$ cat src/rtl/sm3_compression_macros.svh
// ----------------------------------------------------------------------------
// SM3 compression assertion macros
// Concurrent check helpers, compiled out for synthesis.
// ----------------------------------------------------------------------------
`ifndef SM3_COMPRESSION_MACROS_SVH
`define SM3_COMPRESSION_MACROS_SVH

`ifndef SYNTHESIS
// same-cycle implication
`define SM3_ASSERT_IMPL(label, clk, rst, ante, cons, msg) \
  label: assert property (@(posedge clk) disable iff (rst) (ante) |-> (cons)) \
    else $error(msg);
// next-cycle implication
`define SM3_ASSERT_NEXT(label, clk, rst, ante, cons, msg) \
  label: assert property (@(posedge clk) disable iff (rst) (ante) |=> (cons)) \
    else $error(msg);
`else
`define SM3_ASSERT_IMPL(label, clk, rst, ante, cons, msg)
`define SM3_ASSERT_NEXT(label, clk, rst, ante, cons, msg)
`endif

`endif

$ cat src/rtl/sm3c_pkg.sv
// ----------------------------------------------------------------------------
// SM3 compression package
// Shared types, constants and bit functions of the SM3 compression engine.
// ----------------------------------------------------------------------------
package sm3c_pkg;

  typedef logic [31:0]      word_t;
  typedef logic [7:0][31:0] state_vec_t;   // A..H, A in slot 0
  typedef logic [15:0][31:0] window_t;     // schedule line, oldest word in slot 0

  typedef enum logic {
    OP_MESSAGE = 1'b0,
    OP_RESTART = 1'b1
  } opcode_t;

  typedef enum logic [1:0] {
    S_LOAD,
    S_ROUND,
    S_OUT
  } fsm_t;

  // schedule line control
  typedef struct packed {
    logic shift;    // every cell takes its input; all but the tail take the neighbor's word
    logic expand;   // tail cell takes the expanded word, else the loaded word
  } sched_ctrl_t;

  localparam int unsigned WORDS_PER_BLOCK = 16;
  localparam int unsigned ROUNDS          = 64;
  localparam int unsigned DIGEST_WORDS    = 8;

  localparam word_t T_LOW  = 32'h79CC4519;
  localparam word_t T_HIGH = 32'h7A879D8A;

  localparam state_vec_t SM3_IV = {
    32'hB0FB0E4E, 32'hE38DEE4D, 32'h163138AA, 32'hA96F30BC,
    32'hDA8A0600, 32'h172442D7, 32'h4914B2B9, 32'h7380166F
  };

  function automatic word_t rotl(word_t x, logic [4:0] n);
    logic [63:0] y;
    y = {x, x} << n;
    return y[63:32];
  endfunction

  function automatic word_t perm0(word_t x);
    return x ^ rotl(x, 5'd9) ^ rotl(x, 5'd17);
  endfunction

  function automatic word_t perm1(word_t x);
    return x ^ rotl(x, 5'd15) ^ rotl(x, 5'd23);
  endfunction

  // round constant already rotated by the round number (a constant table)
  function automatic word_t t_rot(logic [5:0] r);
    return rotl((r[5:4] == 2'b00) ? T_LOW : T_HIGH, r[4:0]);
  endfunction

endpackage

$ cat src/rtl/sm3c_wcell.sv
// ----------------------------------------------------------------------------
// SM3 schedule cell
// One 32-bit word of the message schedule line; takes its input word
// on a shift.
// ----------------------------------------------------------------------------
module sm3c_wcell
  import sm3c_pkg::*;
(
  input  logic  clk,
  input  logic  shift,
  input  word_t d,
  output word_t q
);

  word_t word;

  always_ff @(posedge clk) begin
    if (shift) begin
      word <= d;
    end
  end

  assign q = word;

endmodule

$ cat src/rtl/sm3c_sched.sv
// ----------------------------------------------------------------------------
// SM3 message schedule line
// Sixteen chained cells; loads the block word by word, then expands
// W16..W79 in place, one word per round.
// ----------------------------------------------------------------------------
module sm3c_sched
  import sm3c_pkg::*;
(
  input  logic        clk,
  input  sched_ctrl_t ctrl,
  input  word_t       load_word,
  output window_t     win
);

  window_t cell_in;
  word_t   expanded;

  // W[j+16] from the window W[j..j+15]
  assign expanded = perm1(win[0] ^ win[7] ^ rotl(win[13], 5'd15))
                  ^ rotl(win[3], 5'd7) ^ win[10];

  always_comb begin
    for (int i = 0; i < WORDS_PER_BLOCK - 1; i++) begin
      cell_in[i] = win[i + 1];
    end
    cell_in[WORDS_PER_BLOCK - 1] = ctrl.expand ? expanded : load_word;
  end

  for (genvar g = 0; g < WORDS_PER_BLOCK; g++) begin : g_cell
    sm3c_wcell u_cell (
      .clk   (clk),
      .shift (ctrl.shift),
      .d     (cell_in[g]),
      .q     (win[g])
    );
  end

endmodule

$ cat src/rtl/sm3c_round.sv
// ----------------------------------------------------------------------------
// SM3 round step
// One compression round on A..H with the current schedule words.
// ----------------------------------------------------------------------------
module sm3c_round
  import sm3c_pkg::*;
(
  input  state_vec_t cur,
  input  logic [5:0] r,
  input  word_t      w_j,     // W[j]
  input  word_t      w_j4,    // W[j+4]
  output state_vec_t nxt
);

  word_t a12, ss1, ss2, ff, gg, tt1, tt2;
  logic  low_rounds;

  assign low_rounds = (r[5:4] == 2'b00);
  assign a12 = rotl(cur[0], 5'd12);
  assign ss1 = rotl(a12 + cur[4] + t_rot(r), 5'd7);
  assign ss2 = ss1 ^ a12;
  assign ff  = low_rounds ? (cur[0] ^ cur[1] ^ cur[2])
                          : ((cur[0] & cur[1]) | (cur[0] & cur[2]) | (cur[1] & cur[2]));
  assign gg  = low_rounds ? (cur[4] ^ cur[5] ^ cur[6])
                          : ((cur[4] & cur[5]) | (~cur[4] & cur[6]));
  assign tt1 = ff + cur[3] + ss2 + (w_j ^ w_j4);
  assign tt2 = gg + cur[7] + ss1 + w_j;

  always_comb begin
    nxt[0] = tt1;
    nxt[1] = cur[0];
    nxt[2] = rotl(cur[1], 5'd9);
    nxt[3] = cur[2];
    nxt[4] = perm0(tt2);
    nxt[5] = cur[4];
    nxt[6] = rotl(cur[5], 5'd19);
    nxt[7] = cur[6];
  end

endmodule

$ cat src/rtl/sm3_compression.sv
// ----------------------------------------------------------------------------
// SM3 compression engine
// Takes a padded message as 32-bit words and returns the chaining value
// after every 512-bit block.
// ----------------------------------------------------------------------------
// Send sixteen message items (tuser = 0), most significant word of the block
// first; a restart item (tuser = 1) reloads the SM3 IV and drops any partial
// block. Words are taken one per cycle. After the sixteenth word the engine
// runs 64 rounds, one per cycle, through a single round unit fed by a
// sixteen-cell schedule line that shifts and expands W16..W79 in step with the
// rounds. It then offers the eight chaining words V0..V7, one per cycle while
// the sink is ready, with tlast on V7. The input side is held off during
// rounds and output, so a new block is taken only after V7 has gone.
// Padding and length encoding belong to software.
// ----------------------------------------------------------------------------
`include "sm3_compression_macros.svh"

module sm3_compression
  import sm3c_pkg::*;
(
  input  logic        clk,
  input  logic        rst,
  // input items
  input  logic        s_tvalid,
  output logic        s_tready,
  input  logic [31:0] s_tdata,    // [31:0] message_word
  input  logic [0:0]  s_tuser,    // [0] opcode
  // result items
  output logic        m_tvalid,
  input  logic        m_tready,
  output logic [31:0] m_tdata,    // [31:0] digest_word
  output logic        m_tlast     // digest_last
);

  fsm_t        state, state_next;
  logic [3:0]  word_count;
  logic [5:0]  round_count;
  logic [2:0]  out_idx;
  state_vec_t  chain;
  state_vec_t  working;
  state_vec_t  round_next;
  window_t     win;
  sched_ctrl_t sched_ctrl;
  logic        in_acc, out_acc, is_restart, block_done, rounds_done;

  assign is_restart  = (opcode_t'(s_tuser[0]) == OP_RESTART);
  assign in_acc      = s_tvalid && s_tready;
  assign out_acc     = m_tvalid && m_tready;
  assign block_done  = in_acc && !is_restart && (word_count == 4'(WORDS_PER_BLOCK - 1));
  assign rounds_done = (state == S_ROUND) && (round_count == 6'(ROUNDS - 1));

  // schedule line: shifts on every loaded word and every round
  assign sched_ctrl.shift  = (in_acc && !is_restart) || (state == S_ROUND);
  assign sched_ctrl.expand = (state == S_ROUND);

  sm3c_sched u_sched (
    .clk       (clk),
    .ctrl      (sched_ctrl),
    .load_word (s_tdata),
    .win       (win)
  );

  // round j sees W[j] in cell 0 and W[j+4] in cell 4
  sm3c_round u_round (
    .cur  (working),
    .r    (round_count),
    .w_j  (win[0]),
    .w_j4 (win[4]),
    .nxt  (round_next)
  );

  always_ff @(posedge clk) begin
    if (rst) begin
      state <= S_LOAD;
    end else begin
      state <= state_next;
    end
  end

  always_comb begin
    state_next = state;
    s_tready   = 1'b0;
    m_tvalid   = 1'b0;
    unique case (state)
      S_LOAD: begin
        s_tready = 1'b1;
        if (block_done) begin
          state_next = S_ROUND;
        end
      end
      S_ROUND: begin
        if (rounds_done) begin
          state_next = S_OUT;
        end
      end
      S_OUT: begin
        m_tvalid = 1'b1;
        if (m_tready && (out_idx == 3'(DIGEST_WORDS - 1))) begin
          state_next = S_LOAD;
        end
      end
      default: begin
        state_next = S_LOAD;
      end
    endcase
  end

  // counters and chaining value
  always_ff @(posedge clk) begin
    if (rst) begin
      word_count  <= '0;
      round_count <= '0;
      out_idx     <= '0;
      chain       <= SM3_IV;
    end else begin
      if (in_acc) begin
        if (is_restart) begin
          word_count <= '0;
          chain      <= SM3_IV;
        end else begin
          word_count <= word_count + 4'd1;   // wraps to zero after word sixteen
        end
      end
      if (state == S_ROUND) begin
        round_count <= round_count + 6'd1;   // wraps to zero after round 63
      end
      if (rounds_done) begin
        chain <= chain ^ round_next;
      end
      if (out_acc) begin
        out_idx <= out_idx + 3'd1;
      end
    end
  end

  // A..H: loaded from the chaining value at block start
  always_ff @(posedge clk) begin
    if (block_done) begin
      working <= chain;
    end else if (state == S_ROUND) begin
      working <= round_next;
    end
  end

  assign m_tdata = chain[out_idx];
  assign m_tlast = m_tvalid && (out_idx == 3'(DIGEST_WORDS - 1));

  `SM3_ASSERT_IMPL(a_one_side, clk, rst, m_tvalid, !s_tready, "input open during output")
  `SM3_ASSERT_NEXT(a_block_start, clk, rst, block_done, (state == S_ROUND) && (round_count == 6'd0), "block did not start rounds")
  `SM3_ASSERT_NEXT(a_round_end, clk, rst, rounds_done, m_tvalid && (out_idx == 3'd0), "rounds did not end in output")
  `SM3_ASSERT_NEXT(a_out_end, clk, rst, out_acc && m_tlast, s_tready && (word_count == 4'd0), "output did not return to load")

endmodule

$ cat config.mk
export PLATFORM = sky130hd
export DESIGN_NAME = sm3_compression
export DESIGN_NICKNAME = d
export VERILOG_FILES = /design/src/rtl/sm3c_pkg.sv /design/src/rtl/sm3c_wcell.sv /design/src/rtl/sm3c_sched.sv /design/src/rtl/sm3c_round.sv /design/src/rtl/sm3_compression.sv
export VERILOG_INCLUDE_DIRS = /design/src /design/src/rtl
export SDC_FILE = /design/constraint.sdc
export NUM_CORES = 2
export LEC_CHECK = 0
export BUFFER_PORTS_ARGS = -buffer_cell sky130_fd_sc_hd__buf_2
export CAP_MARGIN = 20
export CELL_PAD_IN_SITES_DETAIL_PLACEMENT = 0
export CELL_PAD_IN_SITES_GLOBAL_PLACEMENT = 1
export CORE_ASPECT_RATIO = 1.4
export CORE_MARGIN = 3
export CORE_UTILIZATION = 40
export DETAILED_ROUTE_END_ITERATION = 7
export GPL_TIMING_DRIVEN = 0
export HOLD_SLACK_MARGIN = 0.12
export PLACE_DENSITY = 0.69
export SLEW_MARGIN = 20
export SYNTH_ARGS = -nofsm -noshare
export SYNTH_HDL_FRONTEND = slang
export SYNTH_SLANG_ARGS = --single-unit
export TNS_END_PERCENT = 5
$ cat constraint.sdc
create_clock -name clk -period 66.9 [get_ports clk]
set_input_delay 10.035 -clock clk [delete_from_list [all_inputs] [get_ports clk]]
set_output_delay 10.035 -clock clk [all_outputs]
set_load 0.03 [all_outputs]
# == After elaboration in Yosys (flattened, before gate mapping) ==
# Cells that the tools add are included.
# totals
register_bits,1039
wordCells,115
input_bits,37
out_inout_bits,35
# classes
n_reduce_logical,16
order_cmp,1
mux,18
shift,1
n_addsub,11
bitwise_logic,24
n_eq_ne,8
# op_table
operator,n
256-bit 2-to-1 mux,5
32-bit XOR,14
32-bit adder,8
256-bit XOR,1
32-bit bitwise AND,5
32-bit 2-to-1 mux,4
32-bit binary-select mux with 3-bit select,1
32-bit bitwise OR,3
64-bit by 5-bit << shifter with 64-bit output,1
32-bit NOT,1
26-bit 2-to-1 mux,1
1-bit logical AND,7
6-bit by 1-bit adder with 6-bit output (second input constant),1
6-bit equality test (second input constant),1
2-bit 2-to-1 mux,3
2-bit != test (second input constant),3
2-bit case mux with 3 select lines,1
2-bit nonzero test,3
4-bit by 1-bit adder with 4-bit output (second input constant),1
4-bit equality test (second input constant),1
2-bit logical NOT,2
3-bit by 4-bit < comparator with 1-bit output (second input constant),1
4-bit 2-to-1 mux,1
3-bit by 1-bit adder with 3-bit output (second input constant),1
8 further kinds,9

# == Depth between registers and ports, before layout ==
# logic_depth
ltp_word,11
ltp_mapped,41
mapped_depth_nobuf,36

# == By module ==
# Synthesis repeated with hierarchy kept, for this count alone.
# unflattened
hier_cells,4856
hier_area_um2,58909.0
# by_module_without_submodules
module,cells_each,area_each_um2,n_inst
sm3_compression,2328,26807.0,1
sm3c_wcell,32,960.9,16
sm3c_round,1820,14478.9,1
sm3c_sched,196,2248.4,1

# == Least setup slack after synthesis ==
# Ideal clock, no wire load.
# synth_path
kind,input to register
from,input s_tuser
to,register u_sched.g_cell[0].u_cell.word[0] (enable)
arrival_time_ns,45.810
path_stages,2
n_path_buf,1
setup_time_ns,2.100
slack_ns,18.990
cell_sequence,clkbuf_1 o21ai_0
# synth_between
elab_chain_cells,3
# synth_rtl
item,line,rtl
from (decl),sm3_compression.sv:27,"input logic [0:0] s_tuser,"
1-bit logical NOT,sm3_compression.sv:53,assign sched_ctrl.shift = (in_acc && !is_restart) || (state == S_ROUND);
1-bit logical AND,sm3_compression.sv:53,
1-bit logical OR,sm3_compression.sv:53,
net u_sched.g_cell[0].u_cell.shift,sm3c_wcell.sv:10,"input logic shift,"
to (signal assigned),sm3c_wcell.sv:19,word <= d;
to (decl),sm3c_wcell.sv:15,word_t word;
# The timed path passes the listed nets, and every way through them passes these cells.
# A chain may end at the register's enable or synchronous reset.

# == Worst setup path in the final report ==
# layout_path
from,register out_idx[1]
to,output m_tdata[30]
# layout_between
elab_chain_cells,2
# layout_rtl
item,line,rtl
from (decl),sm3_compression.sv:38,logic [2:0] out_idx;
from (signal assigned),sm3_compression.sv:131,out_idx <= out_idx + 3'd1;
32-bit binary-select mux with 3-bit select,sm3_compression.sv:145,assign m_tdata = chain[out_idx];
32-bit 2-to-1 mux (implied by the code),sm3_compression.sv:145,
to (decl),sm3_compression.sv:31,"output logic [31:0] m_tdata,"
# Every way passes these cells. The select of a mux whose other input is x is not followed.

==> results.txt <==
----------------------------------------------------
[Die]
  Initial Utilization ... approximately two fifths
  DIE HEIGHT ... 440.6 um
  Area of the die ... 139400 um2
  Count of standard-cell rows ... about 160
  Die span in x ... 316.4 um
  Num ports ... a little over 70
  Core Footprint ... between 100000 and 150000 um2

[Drt]
  Routed WL per cell ... 31.49 um
  Detailed-route DRC error count ... 0
  Post-Route WL ... 217.9 mm
  Vias per inst ... 5.665
  Metal2 WL ... 101.6 mm
  Via count ... 39200
  Remaining antenna violation count ... 0
  Top routing layer used ... met4
  Met3 wire length ... 13.51 mm
  Count of routing violations after the opening detailed-route iteration ... about 4200
  Routed metal-1 wirelength ... 78.34 mm
  Detailed-router iteration count before antenna repair ... 7

[Final layout]
  Sequential cell area ... 28490 um2
  Number of nets at the end of the flow ... 5391
  Area grow syn2layout ... 13.31%
  Proportion of layout cells with a drive suffix above 1 ... between 9 and 10%
  Count of filler cells inserted in the layout ... 12510
  Final core utilization ... between 40% and 50%
  Multi-input gate area ... 23830 um2

[Power and ir drop]
  P_int ... approximately 1.1 mW
  Overall power after layout ... 1.547 mW
  Flop pwr share ... between 40% and 50%
  Sw power ... 0.4087 mW
  VDD IR max ... 0.02223 mV
  Fraction of power consumed by combinational cells ... approximately an eighth
  Power per cell area ... roughly 25 nW/um2
  Switch share ... 26.42%
  Share of total power in the clock network ... 41.6%
  Total leakage power ... 23.07 nW

[Synthesis]
  Post-synthesis sequential area ratio ... 52.80%
  Dominant register cell in the synthesized netlist ... sky130_fd_sc_hd__edfxtp_1
  #FFs+latches synth ... 1039
  Cell type with the highest aggregate area in the netlist ... sky130_fd_sc_hd__edfxtp_1
  Mean post-synth cell area ... 11.12 um2
  Largest cells by area after synthesis ... sky130_fd_sc_hd__edfxtp_1 43%, sky130_fd_sc_hd__dfxtp_1 10%, sky130_fd_sc_hd__fa_1 7.0%
  Area share of the largest cell type after synthesis ... 42.74%
  Fraction of synthesized cell area in xor and xnor cells ... 9.383%
  Post-synth ARST share ... 0%
  Fraction of synthesized area in multiplexers ... 4.647%
  Synth Area in Simple Gates ... 12.21%
  Most common cell in the netlist ... sky130_fd_sc_hd__nand2_1
  Combinational family with the most area after synthesis ... simple AND/OR/NAND/NOR gates
  Synthesized netlist net count ... 5181
  Share of synthesized cell area in full adder, half adder and majority cells ... 9.341%
  Most frequent cells after synthesis ... 999 x sky130_fd_sc_hd__nand2_1, 768 x sky130_fd_sc_hd__edfxtp_1, 284 x sky130_fd_sc_hd__xnor2_1
  Count of flip-flops with a built-in enable after synthesis ... 768
  Number of instances in the synthesized netlist ... roughly 4900
  Count of warnings emitted by yosys ... 0
  Area of the mapped netlist ... around 54000 um2
  Compound-gate portion of the synthesized area ... 8.485%
  Number of library cell types mapped by synthesis ... 90

[Clock network]
  Number of H-tree levels ... 3
  CTS buffer count ... 105
  CTS tree ... built
  Clk slew on worst S/H paths ... 0.06 ns
  Hold-fix buffers, CTS ... 0
  Setup bufs post-CTS ... 0
  Maximum clock path buffer count ... 3
  Root buffer cell ... sky130_fd_sc_hd__clkbuf_16
  Number of clock sinks ... 1039
  Post-CTS Resized ... 0
  Worst skew pair latency ... 0.77 ns

[Global routing]
  Remaining Overflow, GRT ... 0
  Vias in the first global route ... roughly 38000
  Maximum number of pins on one net before global-route repair ... 49
  First-pass GRT wire length ... between 200 and 300 mm
  Antenna violations before repair ... 8
  Overall routing resource usage ... 31.21%

[Critical path]
  Reg2reg setup slack ... approximately 53 ns
  Maximum fanout encountered on the critical timing path ... 10
  Arr. time, crit path ... between 4 and 5 ns
  Required time of the worst setup path ... roughly 57 ns
  Critical Path Sink Type ... primary output
  Element type at the critical path start ... flop
  Class of the most critical setup path ... flop to primary output

[Timing]
  Pins Over Slew Limit ... 0
  Final clock skew ... between 0.06 and 0.07 ns
  Max Freq ... 68.08 MHz
  RSZ-0062 raised after global routing ... false
  Final setup violation count ... 0
  Final total negative setup slack ... 0 ns
  Final number of hold-violating endpoints ... 0
  Slew of the pin with the lowest slew margin ... 1.216 ns
  Relative slew slack ... about a fifth
  Min cycle time layout ... 14.69 ns
  Final hold slack ... 0.3967 ns
  Final clock period utilization by the worst path ... ~22%

[Flow run]
  Max-capacitance violation count ... 0

[Worst hold path]
  Type of the tightest min-delay check ... flop to flop

[Run status]
  Outcome ... complete, no violations

[Placed design]
  Hpwl dp ... 170.7 mm
  # port buffers ... 69
  Final weighted congestion in routability-driven placement ... between 1 and 1.5

----------------------------------------------------
==> cell usage in the layout (no fill, tap or decap), drive strengths merged, types with 9 or more instances in the layout <==
cell,Yosys,layout
inv,228,232
edfxtp,768,768
a31oi,48,48
buf,37,139
o21bai,15,15
clkinv,0,40
nand3,40,40
nor2,279,279
mux2i,30,30
o31ai,9,9
xnor2,285,285
mux4,64,64
xor2,274,274
nand2b,14,14
nor2b,13,13
a21oi,264,264
a21o,49,49
o211ai,14,14
bufinv,0,17
dfxtp,271,271
and3,110,110
nand2,1000,1000
a211oi,14,14
fa,188,188
nand4,14,14
or3,28,28
o21ai,292,292
o21a,19,19
clkbuf,180,313
mux2,68,68
nor3,47,47
ha,102,102
==> cells by family after synthesis <==
| family | Yosys count |
|---|---|
| and+or+nand+nor | 1571 |
| DFF | 1039 |
| AOI/OAI and AO/OA | 781 |
| xor gates and xnor gates | 566 |
| buffers and inverters | 445 |
| adders and majority gates | 290 |
| muxes | 162 |
==> final cells by class <==
type | instances | share of cell area (%)
clock buffers | 132 | 4.562
flip-flops and latches | 1039 | 46.60
repair buffers | 103 | 1.895
plain buffers | 217 | 1.382
well taps | 1760 | 3.602
clock inverters | 68 | 1.574
diodes | 3 | 0.01228
inverters | 228 | 1.400
multi-input cells | 3370 | 38.97
==> per-layer routing <==
metal	vias up	track usage, %
li1	17180	-
met1	19560	35.73
met2	1854	50.52
met3	607	4.707
met4	0	27.98
met5	-	0
==> metrics by stage <==
step | area, um2 | std cells | setup slack, ns
after detailed placement | 57340 | 6716 | 52.06
after floorplan | 53950 | 4854 | 18.99
after global placement | 56500 | 6683 | 6.381
final | 61130 | 6920 | 52.21
after global routing | 61120 | 6917 | 52.24
after CTS | 61090 | 6916 | 52.23
==> critical path, stage by stage (launching register included) <==
cell and delay, ns:
sky130_fd_sc_hd__dfxtp_1 0.35, sky130_fd_sc_hd__clkbuf_1 0.75, sky130_fd_sc_hd__clkbuf_1 0.95, sky130_fd_sc_hd__clkbuf_1 0.79, sky130_fd_sc_hd__mux4_2 0.47, sky130_fd_sc_hd__mux2_2 0.34
sky130_fd_sc_hd__buf_2 0.19
==> registers in the layout, indices dropped and copies added, names as in the netlist <==
| signal | cells |
|---|---|
| out_idx | 3 |
| chain | 256 |
| u_sched.g_cell.u_cell.q | 512 |
| word_count | 4 |
| state | 2 |
| round_count | 6 |
| working | 256 |
==> path summary, 6_finish.rpt <==
check | endpoint | startpoint | depth (start not counted)
setup / recovery | m_tdata[30] | out_idx[1] | 6
hold / removal | u_sched.g_cell[11].u_cell.q[29] | u_sched.g_cell[12].u_cell.q[29] | 0
setup reg to reg | chain[157] | round_count[4] | 40
hold reg to reg | u_sched.g_cell[11].u_cell.q[29] | u_sched.g_cell[12].u_cell.q[29] | 0
==> power groups by stage <==
stage / logic [mW] / registers, mW / clock network, mW
after detailed placement: 0.178 / 0.735 / 0
after global routing: 0.192 / 0.722 / 0.675
after global placement: 0.171 / 0.765 / 0
after floorplan: 0.107 / 0.752 / 0
after CTS: 0.180 / 0.721 / 0.651
final: 0.182 / 0.721 / 0.643
Note: power is estimated with default switching activity, not from simulation.
